## src/rtl/mbps_pkg.sv

```systemverilog
// Shared constants and types for the masked byte pattern search block.
package mbps_pkg;

    localparam int MAX_PATTERN = 16;
    localparam int OFFSET_BITS = 32;
    localparam int SIG_REG_BYTES = 16;
    localparam int RESULT_OFFSET_BITS = 32;
    localparam int CFG_DATA_BITS = 64;
    localparam int CFG_INDEX_BITS = 2;
    localparam int LEN_BITS = 5;

    localparam logic [CFG_INDEX_BITS-1:0] REG_PATTERN_LOW = 2'd0;
    localparam logic [CFG_INDEX_BITS-1:0] REG_PATTERN_HIGH = 2'd1;
    localparam logic [CFG_INDEX_BITS-1:0] REG_CARE_MASK = 2'd2;
    localparam logic [CFG_INDEX_BITS-1:0] REG_PATTERN_LENGTH = 2'd3;

    typedef logic [MAX_PATTERN-1:0][7:0] window_t;
    typedef logic [OFFSET_BITS-1:0] count_t;

    typedef struct packed {
        logic [CFG_DATA_BITS-1:0] pattern_low;
        logic [CFG_DATA_BITS-1:0] pattern_high;
        logic [SIG_REG_BYTES-1:0] care_mask;
        logic [LEN_BITS-1:0]      pattern_length;
    } config_t;

    typedef struct packed {
        logic                          found;
        logic [RESULT_OFFSET_BITS-1:0] match_offset;
    } result_t;

endpackage

```

## src/rtl/mbps_match.sv

```systemverilog
// Parallel masked compare of the signature against every candidate window length.
module mbps_match
(
    input  mbps_pkg::config_t cfg,
    input  mbps_pkg::window_t window,
    input  mbps_pkg::count_t  count,
    output logic              hit
);

    localparam int SIG_BITS = 8 * mbps_pkg::MAX_PATTERN;

    logic [SIG_BITS+2*mbps_pkg::CFG_DATA_BITS-1:0] sig_ext;
    logic [mbps_pkg::MAX_PATTERN+mbps_pkg::SIG_REG_BYTES-1:0] care_ext;
    logic [mbps_pkg::MAX_PATTERN:0] len_match;
    logic sel_match;
    logic len_ok;

    assign sig_ext = {SIG_BITS'(0), cfg.pattern_high, cfg.pattern_low};
    assign care_ext = {mbps_pkg::MAX_PATTERN'(0), cfg.care_mask};

    // len_match[L]: a window of length L ending in the newest byte matches
    always_comb
    begin
        len_match = '0;
        for (int l = 1; l <= mbps_pkg::MAX_PATTERN; l++)
        begin
            len_match[l] = 1'b1;
            for (int j = 0; j < l; j++)
            begin
                if (care_ext[j] && (sig_ext[8*j +: 8] != window[l-1-j]))
                begin
                    len_match[l] = 1'b0;
                end
            end
        end
    end

    always_comb
    begin
        sel_match = 1'b0;
        for (int l = 1; l <= mbps_pkg::MAX_PATTERN; l++)
        begin
            if (cfg.pattern_length == mbps_pkg::LEN_BITS'(l))
            begin
                sel_match = len_match[l];
            end
        end
    end

    assign len_ok = (cfg.pattern_length != '0) &&
                    ({mbps_pkg::OFFSET_BITS'(0), cfg.pattern_length} <=
                     (mbps_pkg::OFFSET_BITS + mbps_pkg::LEN_BITS)'(mbps_pkg::MAX_PATTERN)) &&
                    (count >= mbps_pkg::OFFSET_BITS'(cfg.pattern_length));

    assign hit = len_ok && sel_match;

endmodule

```

## src/rtl/mbps_out.sv

```systemverilog
// Result holding register on the master side of the stream.
module mbps_out
(
    input  logic              clk,
    input  logic              rst_n,
    input  logic              load,
    input  mbps_pkg::result_t result,
    output logic              can_load,
    output logic              m_tvalid,
    input  logic              m_tready,
    output logic [31:0]       m_tdata,  // match_offset[31:0]
    output logic              m_tuser   // found
);

    logic              valid_reg;
    logic              valid_next;
    mbps_pkg::result_t result_reg;

    assign can_load = !valid_reg || m_tready;

    always_comb
    begin
        valid_next = valid_reg;
        if (can_load)
        begin
            valid_next = load;
        end
    end

    always_ff @(posedge clk or negedge rst_n)
    begin
        if (!rst_n)
        begin
            valid_reg <= 1'b0;
        end
        else
        begin
            valid_reg <= valid_next;
        end
    end

    always_ff @(posedge clk)
    begin
        if (can_load && load)
        begin
            result_reg <= result;
        end
    end

    assign m_tvalid = valid_reg;
    assign m_tdata = result_reg.match_offset;
    assign m_tuser = result_reg.found;

endmodule

```

## src/rtl/masked_byte_pattern_search.sv

```systemverilog
// Top level of the masked byte pattern search: region state, configuration and result path.
//
// channel  dir  signals                       request
// s_*      in   tdata[7:0]=data_byte, tlast   one region byte (tlast = region_end)
// m_*      out  tdata[31:0]=offset, tuser     one search result (tuser = found)
// cfg_*    in   cfg_we, cfg_index, cfg_data   register write
//
// One byte per cycle while s_tready is high; a result is registered in the cycle after its byte.
// The compare and region counters sit between input and result register.
// s_tready drops only while a result is held and m_tready is low.
// Reset clears window, byte count, report flag, configuration and output valid; result data is not reset.
module masked_byte_pattern_search
(
    input  logic        clk,
    input  logic        rst_n,
    input  logic        s_tvalid,
    output logic        s_tready,
    input  logic [7:0]  s_tdata,   // data_byte[7:0]
    input  logic        s_tlast,
    output logic        m_tvalid,
    input  logic        m_tready,
    output logic [31:0] m_tdata,   // match_offset[31:0]
    output logic        m_tuser,   // found
    input  logic        cfg_we,
    input  logic [1:0]  cfg_index,
    input  logic [63:0] cfg_data
);

    mbps_pkg::config_t cfg_reg;
    mbps_pkg::window_t window_reg;
    mbps_pkg::window_t window_new;
    mbps_pkg::count_t  count_reg;
    mbps_pkg::count_t  count_new;
    mbps_pkg::count_t  offset_full;
    logic              reported_reg;
    logic              hit;
    logic              accept;
    logic              emit;
    logic              can_load;
    mbps_pkg::result_t result;
    logic [mbps_pkg::OFFSET_BITS+mbps_pkg::RESULT_OFFSET_BITS-1:0] offset_ext;

    assign s_tready = can_load;
    assign accept = s_tvalid && can_load;

    assign window_new = {window_reg[mbps_pkg::MAX_PATTERN-2:0], s_tdata};
    assign count_new = (count_reg == '1) ? count_reg : count_reg + 1'b1;

    mbps_match u_match
    (
        .cfg    (cfg_reg),
        .window (window_new),
        .count  (count_new),
        .hit    (hit)
    );

    assign offset_full = count_new - mbps_pkg::OFFSET_BITS'(cfg_reg.pattern_length);
    assign offset_ext = {mbps_pkg::RESULT_OFFSET_BITS'(0), offset_full};

    assign emit = !reported_reg && (hit || s_tlast);
    assign result.found = hit;
    assign result.match_offset = hit ? offset_ext[mbps_pkg::RESULT_OFFSET_BITS-1:0] : '0;

    mbps_out u_out
    (
        .clk      (clk),
        .rst_n    (rst_n),
        .load     (accept && emit),
        .result   (result),
        .can_load (can_load),
        .m_tvalid (m_tvalid),
        .m_tready (m_tready),
        .m_tdata  (m_tdata),
        .m_tuser  (m_tuser)
    );

    always_ff @(posedge clk or negedge rst_n)
    begin
        if (!rst_n)
        begin
            cfg_reg <= '0;
        end
        else if (cfg_we)
        begin
            case (cfg_index)
                mbps_pkg::REG_PATTERN_LOW:    cfg_reg.pattern_low <= cfg_data;
                mbps_pkg::REG_PATTERN_HIGH:   cfg_reg.pattern_high <= cfg_data;
                mbps_pkg::REG_CARE_MASK:
                    cfg_reg.care_mask <= cfg_data[mbps_pkg::SIG_REG_BYTES-1:0];
                mbps_pkg::REG_PATTERN_LENGTH:
                    cfg_reg.pattern_length <= cfg_data[mbps_pkg::LEN_BITS-1:0];
                default: ;
            endcase
        end
    end

    always_ff @(posedge clk or negedge rst_n)
    begin
        if (!rst_n)
        begin
            window_reg   <= '0;
            count_reg    <= '0;
            reported_reg <= 1'b0;
        end
        else if (accept)
        begin
            if (s_tlast)
            begin
                window_reg   <= '0;
                count_reg    <= '0;
                reported_reg <= 1'b0;
            end
            else
            begin
                window_reg   <= window_new;
                count_reg    <= count_new;
                reported_reg <= reported_reg || hit;
            end
        end
    end

endmodule
```

## config.mk

```make
export PLATFORM = sky130hd
export DESIGN_NAME = masked_byte_pattern_search
export DESIGN_NICKNAME = d
export VERILOG_FILES = /design/src/rtl/mbps_pkg.sv /design/src/rtl/mbps_match.sv /design/src/rtl/mbps_out.sv /design/src/rtl/masked_byte_pattern_search.sv
export SDC_FILE = /design/constraint.sdc
export NUM_CORES = 1
export LEC_CHECK = 0
export BUFFER_PORTS_ARGS = -buffer_cell sky130_fd_sc_hd__clkbuf_2
export CORE_UTILIZATION = 25
export CTS_CLUSTER_DIAMETER = 30
export CTS_CLUSTER_SIZE = 8
export DETAILED_ROUTE_END_ITERATION = 12
export GPL_TIMING_DRIVEN = 0
export PLACE_DENSITY = 0.46
export SLEW_MARGIN = 30
export SYNTH_ARGS = -nofsm -noshare
export SYNTH_HDL_FRONTEND = slang
export SYNTH_SLANG_ARGS = --single-unit
```

## constraint.sdc

```tcl
create_clock -name clk -period 13.4 [get_ports clk]
set_input_delay 1.34 -clock clk [delete_from_list [all_inputs] [get_ports clk]]
set_output_delay 1.34 -clock clk [all_outputs]
set_load 0.01 [all_outputs]
```

Yosys cells after proc, flatten, opt, wreduce, memory -nomap -nowiden
Index checks and enable logic that the tools add are counted.
- register bits: 336
- bits in latches: 0
- RAM bits: 0
- ROM bits: 0
- output and inout bits: 35
- memories kept: 0
- $add $sub $neg: 2
- multiply operators: 0
- divide/modulo/power cells: 0
- magnitude comparators: 2
- equality and inequality tests: 156
- shift-type cells: 0
- multiplexer cells: 156
- bitwise logic cells: 0
- reduce and logical (&&, ||, !) cells: 154
- operator list (cell ; number):
    inequality test 8 bit ; 136
    two-way mux 1 bit ; 153
    logical AND 1 bit ; 143
    two-way mux 120 bit ; 1
    two-way mux 32 bit ; 2
    == test 5 x 4 -> 1 bit (second input constant) ; 8
    adder 32 x 1 -> 32 bit (second input constant) ; 1
    == test 32 bit (second input constant) ; 1
    greater-or-equal comparator 32 x 5 -> 1 bit ; 1
    subtractor 32 x 5 -> 32 bit ; 1
    == test 5 x 3 -> 1 bit (second input constant) ; 4
    == test 5 x 2 -> 1 bit (second input constant) ; 2
    AND reduction 2 bit ; 4
    == test 5 x 1 -> 1 bit (second input constant) ; 1
    == test 5 bit (second input constant) ; 1
    less-or-equal comparator 5 bit (second input constant) ; 1
    nonzero test 5 bit ; 1
    == test 2 bit (second input constant) ; 2
    logical OR 1 bit ; 3
    == test 2 x 1 -> 1 bit (second input constant) ; 1
    zero test 1 bit ; 2
    zero test 2 bit ; 1

Logic depth before layout (Yosys ltp)
Gate-level depths: netlist of run 1.
- word-level depth: 24
- mapped depth: 21
- depth with buffers taken out: 18

Modules after synthesis
From an unflattened synthesis of run 1, not the netlist that was laid out.
- cell total of the unflattened synthesis: 3215
- area total of the unflattened synthesis: 28841.4 sq um
- by module, submodules not included (module ; instances ; cells an instance ; area an instance (sq um)):
    mbps_match ; 1 ; 1889 ; 14198.6
    masked_byte_pattern_search ; 1 ; 1289 ; 13598.0
    mbps_out ; 1 ; 37 ; 1044.8

Worst setup path before layout of run 1
Ideal clock, no wire load.
- path type: reg2reg
- start point: register count_reg[0]
- end point: register u_out.result_reg (netlist bit u_out.m_tdata[0]), enable pin
- library setup time: 0.416 ns
- arrival time: 4.429 ns
- data required time: 12.984 ns
- slack: 8.555 ns
- stages on the path, launching flop included: 22
- path buffers: 3
- period minus slack after synthesis: 4.845 ns
- cells stage by stage: dfrtp_1 -> ha_1 -> and3_1 -> buf_2 -> and3_1 -> buf_2 -> nand3_1 -> xnor2_1 -> ha_1 -> inv_1 -> fa_1 -> a21o_1 -> a21oi_1 -> nor2b_1 -> nor2_1 -> nand4_4 -> nor2_2 -> nand3_2 -> a2111oi_4 -> a21oi_2 -> buf_2 -> o21a_1
- word-level cells in the longest chain between the ends: 9
- elaborated cells between the ends (all ways): 10
- classes of those cells: add/sub: 1; order compare: 1; eq/ne: 1; mux: 1; reduce/logical: 6
- RTL lines (element ; RTL line ; RTL):
    start, declared ; masked_byte_pattern_search.sv:32 ; mbps_pkg::count_t count_reg;
    start signal, assigned ; masked_byte_pattern_search.sv:116 ; count_reg <= count_new;
    adder 32 x 1 -> 32 bit or == test 32 bit (tied branches) ; masked_byte_pattern_search.sv:47 ; assign count_new = (count_reg == '1) ? count_reg : count_reg + 1'b1;
    two-way mux 32 bit * ; masked_byte_pattern_search.sv:47 ;
    greater-or-equal comparator 32 x 5 -> 1 bit * ; mbps_match.sv:53 ; (count >= mbps_pkg::OFFSET_BITS'(cfg.pattern_length));
    logical AND 1 bit * ; mbps_match.sv:52 ; (mbps_pkg::OFFSET_BITS + mbps_pkg::LEN_BITS)'(mbps_pkg::MAX_PATTERN)) &&
    logical AND 1 bit * ; mbps_match.sv:55 ; assign hit = len_ok && sel_match;
    named net hit ; masked_byte_pattern_search.sv:36 ; logic hit;
    logical OR 1 bit * ; masked_byte_pattern_search.sv:60 ; assign emit = !reported_reg && (hit || s_tlast);
    logical AND 1 bit * ; masked_byte_pattern_search.sv:60 ;
    logical AND 1 bit * ; masked_byte_pattern_search.sv:68 ; .load (accept && emit),
    logical AND 1 bit * ; mbps_out.sv:44 ; if (can_load && load)
    end signal, assigned ; mbps_out.sv:46 ; result_reg <= result;
    end, declared ; mbps_out.sv:17 ; mbps_pkg::result_t result_reg;
The timed path passes the listed nets; every way through them passes the cells marked *.
A chain may end at the register's enable or synchronous reset.

Worst setup path in the final report of run 1
- start point: input s_tdata[4]
- end point: register u_out.result_reg (netlist bit u_out.m_tdata[17]), enable pin
- word-level cells in the longest chain between the ends: 24
- elaborated cells between the ends (all ways): 69
- classes of those cells: eq/ne: 16; mux: 32; reduce/logical: 21
- RTL lines (element ; RTL line ; RTL):
    start, declared ; masked_byte_pattern_search.sv:18 ; input logic [7:0] s_tdata,
    inequality test 8 bit ; mbps_match.sv:30 ; if (care_ext[j] && (sig_ext[8*j +: 8] != window[l-1-j]))
    logical AND 1 bit ; mbps_match.sv:30 ;
    two-way mux 1 bit ; mbps_match.sv:30 ;
    two-way mux 1 bit (15 in a row) ; mbps_match.sv:43 ; if (cfg.pattern_length == mbps_pkg::LEN_BITS'(l))
    two-way mux 1 bit * ; mbps_match.sv:43 ;
    logical AND 1 bit * ; mbps_match.sv:55 ;
    named net hit ; masked_byte_pattern_search.sv:36 ;
    logical OR 1 bit * ; masked_byte_pattern_search.sv:60 ;
    logical AND 1 bit * ; masked_byte_pattern_search.sv:60 ;
    logical AND 1 bit * ; masked_byte_pattern_search.sv:68 ;
    logical AND 1 bit * ; mbps_out.sv:44 ;
Marked as above.

==> results by group, run 1 <==
Routing
  – DR iter-0 viols: 3085
  – DR DRC count: 0
  – Post-DRT Antenna Nets: 0
  – Pre-Repair DR Iteration Count: 6
  – Vias post-DR: 26120
  – WL/cell: 30.03 µm
  – Total routed wirelength: 149500 µm
  – Post-DR vias/cell: 5.249

Clock network
  – Clk_lat worst skew: 680 ps
  – CTS Sinks: 336
  – CTS tree: built
  – Post-CTS Resized: 0
  – CTS Root Cell: clkbuf_16
  – Post-CTS setup buffers: 0
  – CTS Hold Bufs: 0
  – Clock-pin slew on the worst setup and hold paths: 40 ps
  – H-tree levels: 3
  – CTS Buf Count: 89
  – Clk buf depth: 3

Logic synthesis
  – Ranking of synthesized cells by area: xnor2_1 34%, dfrtp_1 27%, nand4_1 6.8%
  – Share of the synthesized area in the top cell type: 0.3424
  – Most numerous cell in the Yosys netlist: xnor2_1
  – Yosys cell types: 75
  – EDFF count, synth: 33
  – Mean post-synth cell area: 8.791 µm²
  – Synth warnings: 0
  – Synth Cell Area: 28180 µm²
  – #FFs+latches synth: 336
  – Sequential element share of the synthesized area: 0.3042
  – Async SR Flop Fraction: 0.9018
  – Syn nets: 3294
  – Ys flop type: dfrtp_1
  – Top cells by count, synth: 1102 x xnor2_1, 309 x nand2_1, 308 x nand4_1
  – Area leader, netlist: xnor2_1
  – Post-Synthesis Cells: 3206

Pwr
  – Leak: 0.01137 µW
  – NetSw: 2060 µW
  – P_int: 3544 µW
  – Peak VDD IR: 0.09802 mV
  – Comb pwr share: 0.361
  – Flop pwr share: 0.219
  – Clock Power Share: 0.420
  – Sw Share: 0.3676
  – Pwr dens: 163.7 nW/µm²

Setup path
  – R2R depth: 14
  – Worst Path Arrival: 7240 ps
  – CP required: 13770 ps
  – CP cell instances: clkbuf_2 -> buf_2 -> xnor2_1 -> nand4_1 -> o21ai_0 -> nand4_1 -> nor4_1 -> o22ai_1 -> a211oi_1 -> o21ai_0 -> a21oi_2 -> buf_2 -> o21a_2 -> buf_16
  – Startpoint types: input port
  – Crit-path slowest cell: nor4_1
  – Register-to-register setup slack: 6900 ps
  – CP Max Fanout: 19
  – CP startpoint: s_tdata[4]
  – R2r endpoint: u_out.m_tdata[17]
  – Reg-to-reg startpoint: cfg_reg[89]
  – Critical Path End Type: flop
  – Crit Path Category: input port to flop
  – Max incr delay on CP: 910 ps
  – Crit path capture: u_out.m_tdata[17]

Layout
  – Share of cells above drive strength 1: 0.1692
  – Nets@finish: 3501
  – Final Instance Count excl. Fillers: 4977
  – Filler instances: 11790
  – Max reg flops: 149
  – Area Overhead vs Synth: 21.44%

STA
  – Final TNS setup: 0 ps
  – Final Skew: 36.15 ps
  – Final hold violation count: 0
  – Fin crit period: 6873 ps
  – Crit share post-route: 0.5129
  – RSZ-0062 raised after global routing: false
  – Final setup fails: 0
  – Fmax: 0.1455 GHz
  – Slew @ Worst Pin: 1190 ps
  – Max Slew Vio Count: 0
  – Relative slew margins: 0.1986

GRT
  – First-pass GRT wire length: 203900 µm
  – GRT Util Overall: 0.2586
  – Initial antenna violation count: 10
  – Vias in the first global route: 24650
  – Gr ovfl total: 0
  – Largest net degree at the start of global routing: 76

Run
  – Maxcap violations: 0

Floorplan
  – FP Rows: 122
  – I/O pin cnt: 115
  – Starting density of the core: 0.2533
  – Die width: 337.8 µm
  – Die Y: 337.8 µm
  – CORE AREA: 111300 µm²
  – Die Area: 114100 µm²

Placed design
  – Port bufs: 105
  – Placer Congestion: 1.092
  – Final HPWL DP: 107700 µm
  – Inst Count DP: 4809

Worst hold path
  – Hold Crit Class: flop to flop

Status
  – Status: finished, final reports clean
## per-stage QoR
step / hold slack, ps / setup WS (ps) / util / area (µm²) / power (µW)
after floorplan: 470.2 / 8555 / - / 28180 / 2521
after detailed placement: 491.4 / 6200 / 0.2776 / 30890 / 3199
after CTS: 501.0 / 6921 / 0.3073 / 34190 / 5581
after global routing: 516.8 / 6639 / 0.3075 / 34220 / 5778
final: 498.9 / 6527 / 0.3076 / 34230 / 5605
after global placement: 488.8 / 3483 / 0.2747 / 30570 / 3178
## power by group through the flow
stage               logic [µW]  registers, µW  clock network [µW]
floorplan                 1310           1210                   0
finish                    2020           1230                2350
global route              2100           1240                2440
global placement          1940           1240                   0
CTS                       1960           1230                2390
detailed placement        1960           1240                   0
## final cells by class
class                      instances  area, µm²  share of cell area
multi-input combinational       2468      18030              0.5268
sequential                       336       8573              0.2505
clock buffer                     108       2461             0.07190
tap                             1488       1862             0.05439
buffer                           392       1658             0.04844
clock inverter                    56      842.1             0.02460
timing repair buffer             116      754.5             0.02204
inverter                          10      37.54            0.001097
antenna                            3      7.507           0.0002193
## how the worst min path moves through the flow
stage / startpoint / to / slack [ps] / cells past startpoint
6_report: window_new[124] / window_new[124] / 500 / 2
5_1_grt: window_new[124] / window_new[124] / 520 / 2
4_1_cts: window_new[124] / window_new[124] / 500 / 2
3_5_place_dp: window_new[124] / window_new[124] / 490 / 2
3_3_place_gp: window_new[121] / window_new[121] / 490 / 2
2_1_floorplan: window_new[120] / window_new[120] / 470 / 2
## metal layers
layer,track usage,wire (µm)
met5,0,75
met1,0.3272,60280
met3,0.07612,15740
met4,0.1615,10460
met2,0.3832,62920
## critical path: cells and delay by family
kind                   cells  cell delay, ps
AO/OA/AOI/OAI              6            2560
buffers and inverters      4            1680
AND/OR/NAND/NOR            3            1430
XOR/XNOR                   1             180
## cells by family after synthesis
group / count (synthesis) / synth area share
muxes: 149 / 0.05953
xor gates and xnor gates: 1127 / 0.3508
AOI/OAI and AO/OA: 380 / 0.07534
and+or+nand+nor: 804 / 0.1503
adders and majority gates: 8 / 0.003818
DFF: 336 / 0.3042
buffers and inverters: 402 / 0.05607
## layout by cell type, fill, tap and decap left out, types with 10 or more instances in the layout
master | netlist | layout
clkbuf_16 | 0 | 91
nor4_1 | 13 | 13
clkbuf_8 | 0 | 14
o21ai_0 | 301 | 296
buf_2 | 51 | 75
clkinv_4 | 0 | 10
clkinv_2 | 0 | 15
buf_1 | 63 | 36
bufinv_16 | 0 | 18
xor2_1 | 23 | 23
nand4_1 | 308 | 308
dfrtp_1 | 303 | 303
edfxtp_1 | 33 | 33
nor2_1 | 37 | 37
a21oi_1 | 16 | 16
clkbuf_1 | 276 | 216
o31ai_1 | 11 | 11
clkbuf_2 | 0 | 172
xnor2_1 | 1102 | 1102
nor3_1 | 15 | 15
and3_1 | 16 | 16
nand3_1 | 25 | 25
mux2_2 | 149 | 149
inv_1 | 10 | 10
nand2_1 | 309 | 309
and2_1 | 23 | 23
No activity file was read; power rests on OpenSTA's default activity.
==> run 2, diff against run 1 <==
--- a/config.mk
+++ b/config.mk
@@ -5,6 +5,7 @@
 export SDC_FILE = /design/constraint.sdc
 export NUM_CORES = 1
 export LEC_CHECK = 0
+export ABC_AREA = 1
 export BUFFER_PORTS_ARGS = -buffer_cell sky130_fd_sc_hd__clkbuf_2
 export CORE_UTILIZATION = 25
 export CTS_CLUSTER_DIAMETER = 30
==> constraint.sdc (replaced) <==
create_clock -name clk -period 6.5 [get_ports clk]
set_input_delay 0.65 -clock clk [delete_from_list [all_inputs] [get_ports clk]]
set_output_delay 0.65 -clock clk [all_outputs]
set_load 0.01 [all_outputs]
==> results by group, run 2 <==
Placed design
  – Placer Congestion: 1.118 (+2.4%)
  – Final HPWL DP: 141700 µm (+32%)
  – Port bufs: 107 (+1.9%)
  – Area after DPL: 31790 µm² (+2.9%)

Floorplan
  – FP Rows: 124 (+1.6%)
  – I/O pin cnt: 115 (unchanged)
  – Die width: 342.7 µm (+1.5%)
  – Die Area: 117500 µm² (+3.0%)
  – Starting density of the core: 0.2532 (about the same)
  – Die Y: 342.7 µm (+1.5%)
  – CORE AREA: 114700 µm² (+3.0%)

GRT
  – GRT Util Overall: 0.3243 (+0.06576)
  – Vias in the first global route: 32790 (+33%)
  – Gr ovfl total: 0 (unchanged)
  – Initial antenna violation count: 13 (+3)
  – First-pass GRT wire length: 266400 µm (+31%)
  – Largest net degree at the start of global routing: 74 (-2.6%)

Logic synthesis
  – Area leader, netlist: dfrtp_1
  – Most numerous cell in the Yosys netlist: nand2_1
  – Ranking of synthesized cells by area: dfrtp_1 26%, nand2_1 21%, xnor2_1 9.7%
  – Synth warnings: 0 (unchanged)
  – EDFF count, synth: 33 (unchanged)
  – Post-Synthesis Cells: 4455 (+39%)
  – Async SR Flop Fraction: 0.9018 (unchanged)
  – Ys flop type: dfrtp_1
  – #FFs+latches synth: 336 (unchanged)
  – Yosys cell types: 50 (-33%)
  – Sequential element share of the synthesized area: 0.2954 (-0.008824)
  – Share of the synthesized area in the top cell type: 0.2612 (-0.08123)
  – Mean post-synth cell area: 6.516 µm² (-26%)
  – Synth Cell Area: 29030 µm² (+3.0%)
  – Syn nets: 4543 (+38%)
  – Top cells by count, synth: 1652 x nand2_1, 326 x inv_1, 321 x xnor2_1

Pwr
  – Leak: 0.01529 µW (+34%)
  – Peak VDD IR: 0.1900 mV (+94%)
  – Pwr dens: 349.2 nW/µm² (+110%)

Routing
  – Post-DR vias/cell: 5.673 (+8.1%)
  – WL/cell: 31.10 µm (+3.5%)
  – Post-DRT Antenna Nets: 0 (unchanged)
  – DR DRC count: 8 (+8)
  – DR iter-0 viols: 5677 (+84%)
  – Vias post-DR: 35490 (+36%)
  – Pre-Repair DR Iteration Count: 11 (+5)
  – Total routed wirelength: 194600 µm (+30%)

Setup path
  – CP startpoint: s_tdata[6]
  – Crit path capture: u_out.m_tdata[17]
  – Crit Path Category: input port to flop
  – CP Max Fanout: 33 (+14)
  – Register-to-register setup slack: 630 ps (-6270 ps)
  – R2R depth: 15 (+1)
  – CP required: 6810 ps (-6960 ps)
  – R2r endpoint: u_out.m_tdata[17]
  – Startpoint types: input port
  – Critical Path End Type: flop
  – Worst Path Arrival: 6190 ps (-1050 ps)
  – Reg-to-reg startpoint: window_new[65]

Layout
  – Max reg flops: 149 (unchanged)
  – Filler instances: 12660 (+7.4%)
  – Final std cell area, no fill: 35260 µm² (+3.0%)
  – Multi-input gate area: 17710 µm² (-1.8%)
  – Area Overhead vs Synth: 21.47% (about the same)
  – Share of cells above drive strength 1: 0.1015 (-0.06775)
  – FF+latch area: 8573 µm² (unchanged)
  – Nets@finish: 4753 (+36%)
  – Commonest non-fill, non-tap cells in the layout: 1652 x nand2_1, 325 x inv_1, 321 x xnor2_1
  – Most common cell after layout, fill and taps aside: nand2_1

STA
  – Final Skew: 32.87 ps (-3.273 ps)
  – RSZ-0062 raised after global routing: false
  – Final hold violation count: 0 (unchanged)
  – Hold Slack: 229.6 ps (-269.3 ps)
  – Final setup fails: 0 (unchanged)
  – Slew @ Worst Pin: 1193 ps (+3.382 ps)
  – Max Slew Vio Count: 0 (unchanged)
  – Crit share post-route: 0.9035
  – Relative slew margins: 0.1943 (-0.004278)
  – Fin crit period: 5873 ps
  – Fmax: 0.1703 GHz

Worst hold path
  – Hold Crit Class: input port to flop
  – Worst hold path depth: 3 (+1)

Clock network
  – CTS Buf Count: 91 (+2.2%)
  – CTS tree: built
  – CTS Sinks: 336 (unchanged)
  – Clk_lat worst skew: 690 ps (about the same)
  – Clock-pin slew on the worst setup and hold paths: 40 ps (about the same)
  – H-tree levels: 3 (unchanged)
  – CTS Root Cell: clkbuf_16
  – Clk buf depth: 3 (unchanged)

Status
  – Status: complete, but fails checks
  – Failing checks: design-rule violations

Run
  – Maxcap violations: 0 (unchanged)
[run 2: logic make-up after synthesis]
kind of cell / count (synthesis) / synth area share
xor+xnor: 456 / 0.1379
compound gates: 472 / 0.1031
buf+inv: 742 / 0.09841
fa+ha+maj: 8 / 0.003707
simple gates: 2441 / 0.3616
flops: 336 / 0.2954
[run 2: layout make-up]
| cell class | count | share of cell area |
|---|---|---|
| tap | 1512 | 0.05366 |
| clock buffer | 106 | 0.06906 |
| clock inverter | 61 | 0.02736 |
| antenna | 5 | 0.0003549 |
| inverter | 372 | 0.03960 |
| buffer | 370 | 0.04447 |
| sequential | 336 | 0.2432 |
| timing repair buffer | 117 | 0.02005 |
| multi-input combinational | 3377 | 0.5023 |
[run 2: stage by stage]
step / instances / setup TNS, ps / setup WS [ps] / util / total power, µW
4_1_cts: 6251 / 0 / 947.2 / 0.3070 / 12080
2_1_floorplan: 4455 / 0 / 1988 / - / 5152
3_3_place_gp: 6074 / -774380 / -2609 / 0.2743 / 6988
5_1_grt: 6251 / 0 / 514.8 / 0.3074 / 12640
6_report: 6256 / 0 / 627.5 / 0.3075 / 12310
3_5_place_dp: 6083 / 0 / 366.0 / 0.2772 / 7028
[run 2: what timing repair did]
action,CTS,global route
buffers inserted,0,0
hold buffers,1,0
gates resized for setup,0,0
endpoints found under the hold margin,45,0
[run 2: worst min path at each step]
stage                       startpoint      endpoint  slack [ps]
after floorplan                  rst_n    cfg_reg[0]         350
after global placement     cfg_reg[81]   cfg_reg[81]         490
after detailed placement   cfg_reg[83]   cfg_reg[83]         490
after CTS                 cfg_data[56]  cfg_reg[141]         220
after global routing      cfg_data[49]  cfg_reg[134]         260
final                     cfg_data[56]  cfg_reg[141]         230
[run 2: worst max-delay path, cell delays in order]
cell	delay, ps
clkbuf_1	730
inv_1	730
clkbuf_1	620
nand2_1	190
nand3_1	110
o41ai_2	750
nand2_1	100
nor2_1	570
nand4_1	440
a21oi_1	270
nand2_1	80
inv_2	80
nand3_1	90
nand2_1	90
nand2_1	80
inv_2	510
[run 2: power breakdown]
part	switching [µW]	internal (µW)
logic	3430	1310
registers	199	2370
clock network	1540	3470
[run 2: layer usage]
| metal | vias up | wire, µm | GRT usage |
|---|---|---|---|
| met5 | - | 122 | 0.003205 |
| met4 | 16 | 16540 | 0.2374 |
| met3 | 802 | 23950 | 0.1093 |
| met2 | 2700 | 78450 | 0.4615 |
| met1 | 17000 | 75500 | 0.4051 |
| li1 | 14970 | - | - |
